<file path="config.mk">
export PLATFORM = sky130hd
export DESIGN_NAME = servo_position_ramp
export DESIGN_NICKNAME = d
export VERILOG_FILES = /design/src/hw/rtl/spr_pkg.sv /design/src/hw/rtl/servo_position_ramp.sv
export SDC_FILE = /design/constraint.sdc
export NUM_CORES = 1
export LEC_CHECK = 0
export ABC_AREA = 1
export ABC_CLOCK_PERIOD_IN_PS = 7700
export BUFFER_PORTS_ARGS = -buffer_cell sky130_fd_sc_hd__buf_4
export CAP_MARGIN = 20
export CORE_MARGIN = 8
export CORE_UTILIZATION = 39
export CTS_CLUSTER_DIAMETER = 120
export CTS_CLUSTER_SIZE = 20
export DETAILED_ROUTE_END_ITERATION = 6
export HOLD_SLACK_MARGIN = 0.1
export PLACE_DENSITY = 0.62
export SETUP_SLACK_MARGIN = 0.4
export SLEW_MARGIN = 20
export SYNTH_ARGS = -nofsm -noshare
export SYNTH_HDL_FRONTEND = slang
export SYNTH_SLANG_ARGS = --single-unit
</file>
<file path="constraint.sdc">
create_clock -name clk -period 7.7 [get_ports clk]
set_input_delay 1.155 -clock clk [delete_from_list [all_inputs] [get_ports clk]]
set_output_delay 1.155 -clock clk [all_outputs]
set_load 0.01 [all_outputs]
</file>
<file path="src/hw/rtl/spr_pkg.sv">
// spr_pkg: types, codes, constants and helper functions of the servo position ramp
// depends on: nothing
package spr_pkg;

	// timing constants
	localparam int TICKS_PER_MS = 1000;
	localparam int ELAPSED_W    = 27;
	localparam int DUR_W        = 16;
	localparam int THR_W        = DUR_W + $clog2(TICKS_PER_MS + 1);
	localparam int CMP_W        = (ELAPSED_W > THR_W) ? ELAPSED_W : THR_W;

	// shared divider: one quotient bit per cycle
	localparam int DIV_STEPS = DUR_W;
	localparam int CNT_W     = $clog2(DIV_STEPS);
	localparam logic [CNT_W-1:0] DIV_LAST = CNT_W'(DIV_STEPS - 1);

	localparam logic [6:0] POS_MAX = 7'd100;

	// command kinds
	localparam logic [1:0] KIND_TICK = 2'd0;
	localparam logic [1:0] KIND_SET  = 2'd1;
	localparam logic [1:0] KIND_MOVE = 2'd2;

	typedef struct packed {
		logic [1:0]       kind;
		logic [7:0]       percent;
		logic [DUR_W-1:0] duration_ms;
		logic [7:0]       step_count;
	} cmd_t;

	typedef struct packed {
		logic [7:0] angle_deg;
		logic [6:0] position_percent;
		logic       moving;
	} res_t;

	typedef enum logic [3:0] {
		ST_IDLE,
		ST_DIV1,
		ST_SEL,
		ST_DIV2,
		ST_MUL,
		ST_TICK,
		ST_STEP,
		ST_TRIM,
		ST_EMIT
	} state_t;

	// floor(p * 9 / 5): p * 9 / 5 taken as p * 9 * 205 / 1024, exact for 0..100
	function automatic logic [7:0] angle_of(input logic [6:0] p);
		logic [17:0] prod;
		prod = 18'(p) * 18'd1845;
		return prod[17:10];
	endfunction

	// magnitude of a small two's complement value
	function automatic logic [7:0] abs8(input logic [7:0] v);
		return v[7] ? 8'(~v + 8'd1) : v;
	endfunction

endpackage

</file>
<file path="src/hw/rtl/servo_position_ramp.sv">
// servo_position_ramp: servo position ramp generator with a shared serial divider
// depends on: spr_pkg
//
// channel  dir  handshake              payload
// cmd      in   cmd_valid / cmd_stall  spr_pkg::cmd_t (kind, percent, duration_ms, step_count)
// res      out  res_valid / res_stall  spr_pkg::res_t (angle_deg, position_percent, moving)
//
// a tick goes through the tick state while a move is on, and on a step through step, trim
// and emit; a set goes straight to emit; a ramped move makes two passes of 16 iterations
// through the one divider; an unused kind or a move onto the current position stays idle
// reset clears the sequencer, ramp state and result valid flag at once, no clearing pass
// the result register lets the next command in while a result waits on res_stall;
// only a command that must emit waits for that register to free up
module servo_position_ramp (
	input  logic          clk,
	input  logic          arst_n,
	input  logic          cmd_valid,
	output logic          cmd_stall,
	input  spr_pkg::cmd_t cmd,
	output logic          res_valid,
	input  logic          res_stall,
	output spr_pkg::res_t res
);

	spr_pkg::state_t state_q, state_d;

	// divider registers
	logic [spr_pkg::CNT_W-1:0] cnt_q;
	logic [7:0]                rem_q;
	logic [spr_pkg::DUR_W-1:0] quo_q;
	logic [7:0]                div_q;

	// move setup registers
	logic                      sign_q;
	logic [6:0]                absdiff_q;
	logic [spr_pkg::DUR_W-1:0] dur_q;

	// ramp state
	logic                          move_q;
	logic [6:0]                    cur_q;
	logic [6:0]                    tgt_q;
	logic [7:0]                    delta_q;
	logic [spr_pkg::THR_W-1:0]     thr_q;
	logic [spr_pkg::ELAPSED_W-1:0] elapsed_q;

	logic          res_valid_q;
	spr_pkg::res_t res_q;

	logic                          cmd_acc;
	logic                          res_load;
	logic [6:0]                    pct_move;
	logic [6:0]                    pct_set;
	logic [7:0]                    diff_in;
	logic [6:0]                    absdiff_in;
	logic [8:0]                    shifted;
	logic [9:0]                    trial;
	logic                          q_bit;
	logic [7:0]                    rem_nx;
	logic [spr_pkg::ELAPSED_W-1:0] elapsed_inc;
	logic                          fire;
	logic [8:0]                    sum;
	logic [6:0]                    pos_new;
	logic [7:0]                    rem_diff;
	logic [7:0]                    q_delta;

	assign cmd_stall = (state_q != spr_pkg::ST_IDLE);
	assign cmd_acc   = cmd_valid && !cmd_stall;
	assign res_load  = (state_q == spr_pkg::ST_EMIT) && (!res_valid_q || !res_stall);
	assign res_valid = res_valid_q;
	assign res       = res_q;

	// requested position, clamped for a move and zeroed when out of range for a set
	assign pct_move   = (cmd.percent > 8'(spr_pkg::POS_MAX)) ? spr_pkg::POS_MAX
		: cmd.percent[6:0];
	assign pct_set    = (cmd.percent > 8'(spr_pkg::POS_MAX)) ? 7'd0 : cmd.percent[6:0];
	assign diff_in    = {1'b0, pct_move} - {1'b0, cur_q};
	assign absdiff_in = 7'(spr_pkg::abs8(diff_in));

	// one restoring division step
	assign shifted = {rem_q, quo_q[spr_pkg::DUR_W-1]};
	assign trial   = {1'b0, shifted} - {2'b00, div_q};
	assign q_bit   = !trial[9];
	assign rem_nx  = q_bit ? trial[7:0] : shifted[7:0];

	// signed per-step delta from the first quotient
	assign q_delta = sign_q ? 8'(~{1'b0, quo_q[6:0]} + 8'd1) : {1'b0, quo_q[6:0]};

	// tick counter with saturation and threshold compare
	assign elapsed_inc = (&elapsed_q) ? elapsed_q : elapsed_q + 1'b1;
	assign fire = spr_pkg::CMP_W'(elapsed_inc) > spr_pkg::CMP_W'(thr_q);

	// next position, clamped to 0..100
	assign sum = {2'b00, cur_q} + {delta_q[7], delta_q};
	always_comb begin
		if (sum[8]) begin
			pos_new = 7'd0;
		end else if (sum[7:0] > 8'(spr_pkg::POS_MAX)) begin
			pos_new = spr_pkg::POS_MAX;
		end else begin
			pos_new = sum[6:0];
		end
	end

	assign rem_diff = {1'b0, tgt_q} - {1'b0, cur_q};

	// state register
	always_ff @(posedge clk or negedge arst_n) begin
		if (!arst_n) begin
			state_q <= spr_pkg::ST_IDLE;
		end else begin
			state_q <= state_d;
		end
	end

	// sequencer
	always_comb begin
		state_d = state_q;
		unique case (state_q)
			spr_pkg::ST_IDLE: begin
				if (cmd_acc) begin
					unique case (cmd.kind)
						spr_pkg::KIND_TICK: state_d = move_q ? spr_pkg::ST_TICK : spr_pkg::ST_IDLE;
						spr_pkg::KIND_SET:  state_d = spr_pkg::ST_EMIT;
						spr_pkg::KIND_MOVE: begin
							state_d = (pct_move == cur_q) ? spr_pkg::ST_IDLE : spr_pkg::ST_DIV1;
						end
						default:            state_d = spr_pkg::ST_IDLE;
					endcase
				end
			end
			spr_pkg::ST_DIV1: begin
				if (cnt_q == '0) state_d = spr_pkg::ST_SEL;
			end
			spr_pkg::ST_SEL:  state_d = spr_pkg::ST_DIV2;
			spr_pkg::ST_DIV2: begin
				if (cnt_q == '0) state_d = spr_pkg::ST_MUL;
			end
			spr_pkg::ST_MUL:  state_d = spr_pkg::ST_IDLE;
			spr_pkg::ST_TICK: state_d = fire ? spr_pkg::ST_STEP : spr_pkg::ST_IDLE;
			spr_pkg::ST_STEP: state_d = spr_pkg::ST_TRIM;
			spr_pkg::ST_TRIM: state_d = spr_pkg::ST_EMIT;
			spr_pkg::ST_EMIT: begin
				if (res_load) state_d = spr_pkg::ST_IDLE;
			end
			default:          state_d = spr_pkg::ST_IDLE;
		endcase
	end

	// shared divider and move setup operands
	always_ff @(posedge clk) begin
		case (state_q)
			spr_pkg::ST_IDLE: begin
				if (cmd_acc && cmd.kind == spr_pkg::KIND_MOVE) begin
					sign_q    <= diff_in[7];
					absdiff_q <= absdiff_in;
					dur_q     <= cmd.duration_ms;
					div_q     <= (cmd.step_count == 8'd0) ? 8'd1 : cmd.step_count;
					rem_q     <= '0;
					quo_q     <= spr_pkg::DUR_W'(absdiff_in);
					cnt_q     <= spr_pkg::DIV_LAST;
				end
			end
			spr_pkg::ST_DIV1, spr_pkg::ST_DIV2: begin
				rem_q <= rem_nx;
				quo_q <= {quo_q[spr_pkg::DUR_W-2:0], q_bit};
				cnt_q <= cnt_q - 1'b1;
			end
			spr_pkg::ST_SEL: begin
				// more steps than the distance allows: one percent per step instead
				if (quo_q == '0) div_q <= {1'b0, absdiff_q};
				rem_q <= '0;
				quo_q <= dur_q;
				cnt_q <= spr_pkg::DIV_LAST;
			end
			default: begin
			end
		endcase
	end

	// ramp state
	always_ff @(posedge clk or negedge arst_n) begin
		if (!arst_n) begin
			move_q    <= 1'b0;
			cur_q     <= '0;
			tgt_q     <= '0;
			delta_q   <= '0;
			thr_q     <= '0;
			elapsed_q <= '0;
		end else begin
			case (state_q)
				spr_pkg::ST_IDLE: begin
					if (cmd_acc && cmd.kind == spr_pkg::KIND_SET) cur_q <= pct_set;
					if (cmd_acc && cmd.kind == spr_pkg::KIND_MOVE && pct_move != cur_q) begin
						tgt_q <= pct_move;
					end
				end
				spr_pkg::ST_SEL: begin
					if (quo_q == '0) begin
						delta_q <= sign_q ? 8'hff : 8'd1;
					end else begin
						delta_q <= q_delta;
					end
				end
				spr_pkg::ST_MUL: begin
					thr_q     <= spr_pkg::THR_W'(quo_q) * spr_pkg::THR_W'(spr_pkg::TICKS_PER_MS);
					move_q    <= 1'b1;
					elapsed_q <= '0;
				end
				spr_pkg::ST_TICK: begin
					elapsed_q <= fire ? '0 : elapsed_inc;
				end
				spr_pkg::ST_STEP: begin
					cur_q <= pos_new;
					if (pos_new == tgt_q) move_q <= 1'b0;
				end
				spr_pkg::ST_TRIM: begin
					// shorten the last step so it lands on the target
					if (spr_pkg::abs8(delta_q) > spr_pkg::abs8(rem_diff)) delta_q <= rem_diff;
				end
				default: begin
				end
			endcase
		end
	end

	// result register
	always_ff @(posedge clk or negedge arst_n) begin
		if (!arst_n) begin
			res_valid_q <= 1'b0;
		end else if (res_load) begin
			res_valid_q <= 1'b1;
		end else if (!res_stall) begin
			res_valid_q <= 1'b0;
		end
	end

	always_ff @(posedge clk) begin
		if (res_load) begin
			res_q.angle_deg        <= spr_pkg::angle_of(cur_q);
			res_q.position_percent <= cur_q;
			res_q.moving           <= move_q;
		end
	end

endmodule

</file>
== Word level (Yosys, flattened, before mapping) ==
Cells that the tools add are included.

* Output and inout port bits: 18
* Bits in registers: 154
* Bits of input ports: 38

* Add/subtract/negate cells: 10
* Eq/ne operators: 23
* Multipliers: 2
* Bitwise operators: 4
* Reduce and logical (&&, ||, !) cells: 32
* Muxes and demuxes: 41
* Magnitude comparators: 4

{| class="wikitable"
|+ Operator list
! operator !! number
|-
| 8-bit two-way mux || 11
|-
| 27-bit two-way mux || 2
|-
| 27-bit one-hot mux with 2 select lines || 1
|-
| 16-bit one-hot mux with 3 select lines || 1
|-
| 7-bit two-way mux || 6
|-
| 4-bit one-hot mux with 8 select lines || 1
|-
| 8-bit one-hot mux with 2 select lines || 2
|-
| 27-bit by 1-bit adder with 27-bit output (second input constant) || 1
|-
| 27-bit by 26-bit > comparator with 1-bit output || 1
|-
| 27-bit AND reduction || 1
|-
| 8-bit by 1-bit adder with 8-bit output (second input constant) || 3
|-
| 4-bit one-hot mux with 3 select lines || 2
|-
| 8-bit one-hot mux with 3 select lines || 1
|-
| 16-bit by 7-bit multiplier with 23-bit output (second input constant) || 1
|-
| 4-bit two-way mux || 5
|-
| 7-bit by 11-bit multiplier with 18-bit output (second input constant) || 1
|-
| 2-bit inequality test (second input constant) || 9
|-
| 4-bit by 3-bit equality test with 1-bit output (second input constant) || 4
|-
| 8-bit by 7-bit > comparator with 1-bit output (second input constant) || 2
|-
| 16-bit logical NOT || 1
|-
| 16-bit two-way mux || 1
|-
| 8-bit NOT || 2
|-
| 7-bit by 7-bit subtractor with 8-bit output || 2
|-
| 7-bit equality test || 2
|-
| other kinds (31) || 53
|}

== Logic depth before layout (Yosys ltp) ==
* Depth in word-level cells: 8
* Gate-level depth with buffers: 26
* Gate-level depth less buffers: 25

== Worst setup path before layout ==
OpenSTA, ideal clock, no wires.

* Path kind: input to register
* Start: input cmd[33] in the netlist's numbering
* End: register cnt_q[0] in the netlist's numbering, enable pin
* Stages on the path: 4
* Arrival: 5.195 ns
* Setup slack: 2.092 ns
* Cell sequence: inv_1 nor4_1 nor2_1 nor2_1

* Cells in the longest elaborated chain, start to end: 4

{| class="wikitable"
|+ Ends and longest elaborated chain
! what !! RTL line !! RTL
|-
| from (decl) || servo_position_ramp.sv:19 || <nowiki>input spr_pkg::cmd_t cmd,</nowiki>
|-
| 2-bit equality test || servo_position_ramp.sv:153 || <nowiki>if (cmd_acc && cmd.kind == spr_pkg::KIND_MOVE) begin</nowiki>
|-
| 1-bit logical AND || servo_position_ramp.sv:153 ||
|-
| 2-bit inequality test (no line) || n/a ||
|-
| 2-bit AND reduction (no line) || n/a ||
|-
| to (signal assigned) || servo_position_ramp.sv:160 || <nowiki>cnt_q <= spr_pkg::DIV_LAST;</nowiki>
|-
| to (signal assigned) || servo_position_ramp.sv:166 || <nowiki>cnt_q <= cnt_q - 1'b1;</nowiki>
|-
| to (signal assigned) || servo_position_ramp.sv:173 || <nowiki>cnt_q <= spr_pkg::DIV_LAST;</nowiki>
|-
| to (decl) || servo_position_ramp.sv:28 || <nowiki>logic [spr_pkg::CNT_W-1:0] cnt_q;</nowiki>
|}

Every way passes these cells.
A chain may end at the register's enable or synchronous reset.

== Worst setup path after layout ==
* Start: register quo_q[3] in the netlist's numbering
* End: register thr_q[22] in the netlist's numbering

* Cells in the longest elaborated chain, start to end: 1

{| class="wikitable"
|+ Ends and longest elaborated chain
! what !! RTL line !! RTL
|-
| from (decl) || servo_position_ramp.sv:30 || <nowiki>logic [spr_pkg::DUR_W-1:0] quo_q;</nowiki>
|-
| from (signal assigned) || servo_position_ramp.sv:159 || <nowiki>quo_q <= spr_pkg::DUR_W'(absdiff_in);</nowiki>
|-
| from (signal assigned) || servo_position_ramp.sv:165 || <nowiki>quo_q <= {quo_q[spr_pkg::DUR_W-2:0], q_bit};</nowiki>
|-
| from (signal assigned) || servo_position_ramp.sv:172 || <nowiki>quo_q <= dur_q;</nowiki>
|-
| 16-bit by 7-bit multiplier with 23-bit output || servo_position_ramp.sv:205 || <nowiki>thr_q <= spr_pkg::THR_W'(quo_q) * spr_pkg::THR_W'(spr_pkg::TICKS_PER_MS);</nowiki>
|-
| to (signal assigned) || servo_position_ramp.sv:205 ||
|-
| to (decl) || servo_position_ramp.sv:43 || <nowiki>logic [spr_pkg::THR_W-1:0] thr_q;</nowiki>
|}

Every way passes these cells.

==> results.md <==
- Status: complete, no violations
- Clk sinks: 154
- First-pass GRT wire length: 52.9 mm
- Post-synthesis cell type count: 47
- H-Tree Depth: 4
- Hold slack: 0.469 ns
- Dominant cell type by area after synthesis: edfxtp_1
- Main synth FF type: dfrtp_1
- Period utilization: 59.7%
- Cells after DPL: 2116
- TritonCTS clock tree: done
- DR iter-0 viols: 687
- DPL Wire Length: 24.9 mm
- Multiplexer share of the synthesized area: 0%
- Min-Delay Endpoint: elapsed_q[26]$_DFFE_PN0P_
- Hold Crit Start: elapsed_q[26]$_DFFE_PN0P_
- Non-Filler Instances: 2148
- Port bufs: 55
- Worst Path Arrival: 4.96 ns
- Worst Skew: 0.0148 ns
- Largest family of logic cells by synthesized area: adder cells
- Hold Path Class: reg2reg
- Antenna violations before repair: 0
- Gr usage total: 15.6%
- Fmax: 218 MHz
- Overflow after GRT: 0
- Max FO, Critical Path: 6
- Ports: 56
- CTS root buf: clkbuf_16
- Final Hold Fails: 0
- Post-synthesis simple-gate area fraction: 18.5%
- Die H: 203 um
- # rows: 68
- Worst-skew pair later-pin latency: 0.45 ns
- Synth Area in Compound Gates: 9.63%
- RSZ-0062 raised after global routing: false
- Diode count: 0
- Final Critical Period: 4.59 ns
- Post-synth top area share: 16.7%
- Critical path launch point type: register
- Utilization of the core after routing: 44.1%
- Post-CTS Setup Bufs: 0
- Largest net degree at the start of global routing: 79
- Reg2Reg Setup Slack: 3.11 ns
- Syn_nets: 1903
- Synth Area per Inst: 8.42 um^2
- Starting Density: 39.5%
- Setup_tns: 0 ns
- Seq/Total Area, Yosys: 31.1%
- Share of layout cells above drive strength 1: 7.91%
- Met3 usage: 2.17%
- Layout overhead on the synthesized area: 11.4%
- Max-slew headroom: 29.8%
- Global routing's busiest layer: met2
- CTS resizes: 0
- Reg-to-reg startpoint: quo_q[3]$_DFFE_PP_
- Setup violators final: 0
- Post-synth ARST share: 50.6%
- Post-synthesis xor/xnor area fraction: 4.89%
- Number of max-cap violations: 0
- Met1 usage: 20.8%
- DRC violations left: 0
- Via count: 10600
- Cts hold-fix bufs: 0
- Crit end category: register
- Final wirelength: 31.1 mm
- WHS Path Cells: 2
- Pre-antenna DRT Iters: 5
- Number of global-route vias before repair: 10700
- Synth top area cells: edfxtp_1 17%, ha_1 16%, dfrtp_1 14%
- Vias per cell: 4.93
- Slew @ Worst Pin: 1.05 ns
- Gp weighted congestion: 0.884
- Synthesized area: 0.0136 mm^2
- Synth warnings: 0
- Syn Inst Count: 1618
- Layout Nets: 1965
- Yosys reg bits: 154
- Required @ worst endpoint: 8.07 ns
- R2R cell count: 16
- Bufs on Longest Clock Path: 2
- WL per Instance: 14.5 um
- Area of the die: 0.0412 mm^2
- Reg-to-Reg End: thr_q[22]$_DFFE_PN0P_
- Post-Synth Adder-Cell Area: 26.8%
- Critical path class: reg2reg
- TritonCTS buffer count: 17
- Routed Antenna Nets: 0
- Clock transition at path regs: 0.08 ns
- Core area: 0.0345 mm^2
- Die X: 203 um
- GRT met2 Usage: 26.2%
- Number of synthesized flops with an enable pin: 76
- Max Transition Viols Final: 0
per-stage QoR:
| stage | instance area, um^2 | worst slack [ns] |
|---|---|---|
| detailed placement | 14600 | 3.14 |
| CTS | 15200 | 3.14 |
| floorplan | 13600 | 2.09 |
| global route | 15200 | 2.81 |
| global placement | 14600 | 3.25 |
| finish | 15200 | 3.11 |
cell usage in the layout, fill, tap and decap left out, types with 2 or more instances in the layout:
| cell type | instances |
|---|---|
| nand2_1 | 315 |
| inv_1 | 305 |
| ha_1 | 173 |
| nor2_1 | 108 |
| o21ai_0 | 102 |
| dfrtp_1 | 78 |
| edfxtp_1 | 76 |
| fa_1 | 74 |
| a21oi_1 | 67 |
| nand3_1 | 66 |
| buf_4 | 59 |
| xor2_1 | 58 |
| nand4_1 | 27 |
| nor3_1 | 22 |
| xnor2_1 | 18 |
| clkbuf_16 | 17 |
| o211ai_1 | 12 |
| nand2_2 | 11 |
| nor2_2 | 9 |
| o221ai_1 | 9 |
| o22ai_1 | 8 |
| nand3b_1 | 6 |
| o21ai_2 | 6 |
| o21bai_1 | 5 |
| or2_2 | 5 |
| inv_6 | 5 |
| clkinv_8 | 5 |
| a31oi_1 | 4 |
| nor4_1 | 4 |
| a21o_1 | 4 |
| nand4_2 | 3 |
| o21a_1 | 3 |
| inv_8 | 3 |
| nor2_4 | 2 |
| clkinv_1 | 2 |
| o21ai_1 | 2 |
| o31ai_1 | 2 |
| a211oi_1 | 2 |
| clkinv_4 | 2 |
logic make-up after synthesis:
family          Yosys count
buf+inv                 327
flops                   154
fa+ha+maj               247
xor+xnor                 76
compound gates          231
simple gates            583
Yosys cell counts (27+ instances only):
cell type / n
nor2_1: 110
a21oi_1: 68
nand3_1: 66
ha_1: 173
nand4_1: 27
xor2_1: 58
edfxtp_1: 76
o21ai_0: 102
fa_1: 74
dfrtp_1: 78
inv_1: 305
nand2_1: 315
state kept, by name (all words and copies together), names as in the netlist:
name / cells
elapsed_q: 27
thr_q: 23
dur_q: 16
quo_q: 16
res: 16
delta_q: 8
div_q: 8
rem_q: 8
absdiff_q: 7
cur_q: 7
tgt_q: 7
cnt_q: 4
state_q: 4
move_q: 1
res_valid: 1
sign_q: 1
per-layer routing:
| metal | up-vias | share of wire, % |
|---|---|---|
| li1 | 5388 | - |
| met1 | 5011 | 48 |
| met2 | 156 | 48 |
| met3 | 31 | 3.1 |
| met4 | 0 | 1.6 |
| met5 | - | 0 |
how the worst max path moves through the flow:
| stage | end | slack [ns] | startpoint | cells past startpoint |
|---|---|---|---|---|
| global route | delta_q[4]$_DFFE_PN0P_ | 2.81 | cur_q[2]$_DFFE_PN0P_ | 20 |
| finish | thr_q[22]$_DFFE_PN0P_ | 3.11 | quo_q[3]$_DFFE_PP_ | 16 |
| detailed placement | thr_q[25]$_DFFE_PN0P_ | 3.14 | quo_q[10]$_DFFE_PP_ | 19 |
| CTS | thr_q[25]$_DFFE_PN0P_ | 3.14 | quo_q[10]$_DFFE_PP_ | 19 |
| floorplan | cnt_q[0]$_SDFFCE_PP1P_ | 2.09 | cmd[33] | 4 |
| global placement | thr_q[21]$_DFFE_PN0P_ | 3.25 | quo_q[3]$_DFFE_PP_ | 16 |
worst max-delay path: stages (launching register included):
cell	delay, ns
edfxtp_1	0.50
inv_1	0.28
fa_1	0.49
fa_1	0.55
fa_1	0.45
fa_1	0.51
inv_1	0.04
ha_1	0.34
a21o_1	0.20
a21oi_1	0.26
inv_1	0.07
nand2_1	0.06
nand2_1	0.10
a21oi_1	0.22
o21ai_0	0.15
xor2_1	0.16
o21ai_0	0.14
final cells by class:
type                    instances  area [um^2]
multi-input cells            1137         8160
well taps                     455          569
flip-flops and latches        154         4230
clock buffers                  17          425
fillers                      3381        19300
clock inverters                15          175
inverters                     310         1170
repair buffers                 60          454
Power is not shown: default switching activity piles up to over one toggle a cycle in this logic, so the estimate is an artifact.
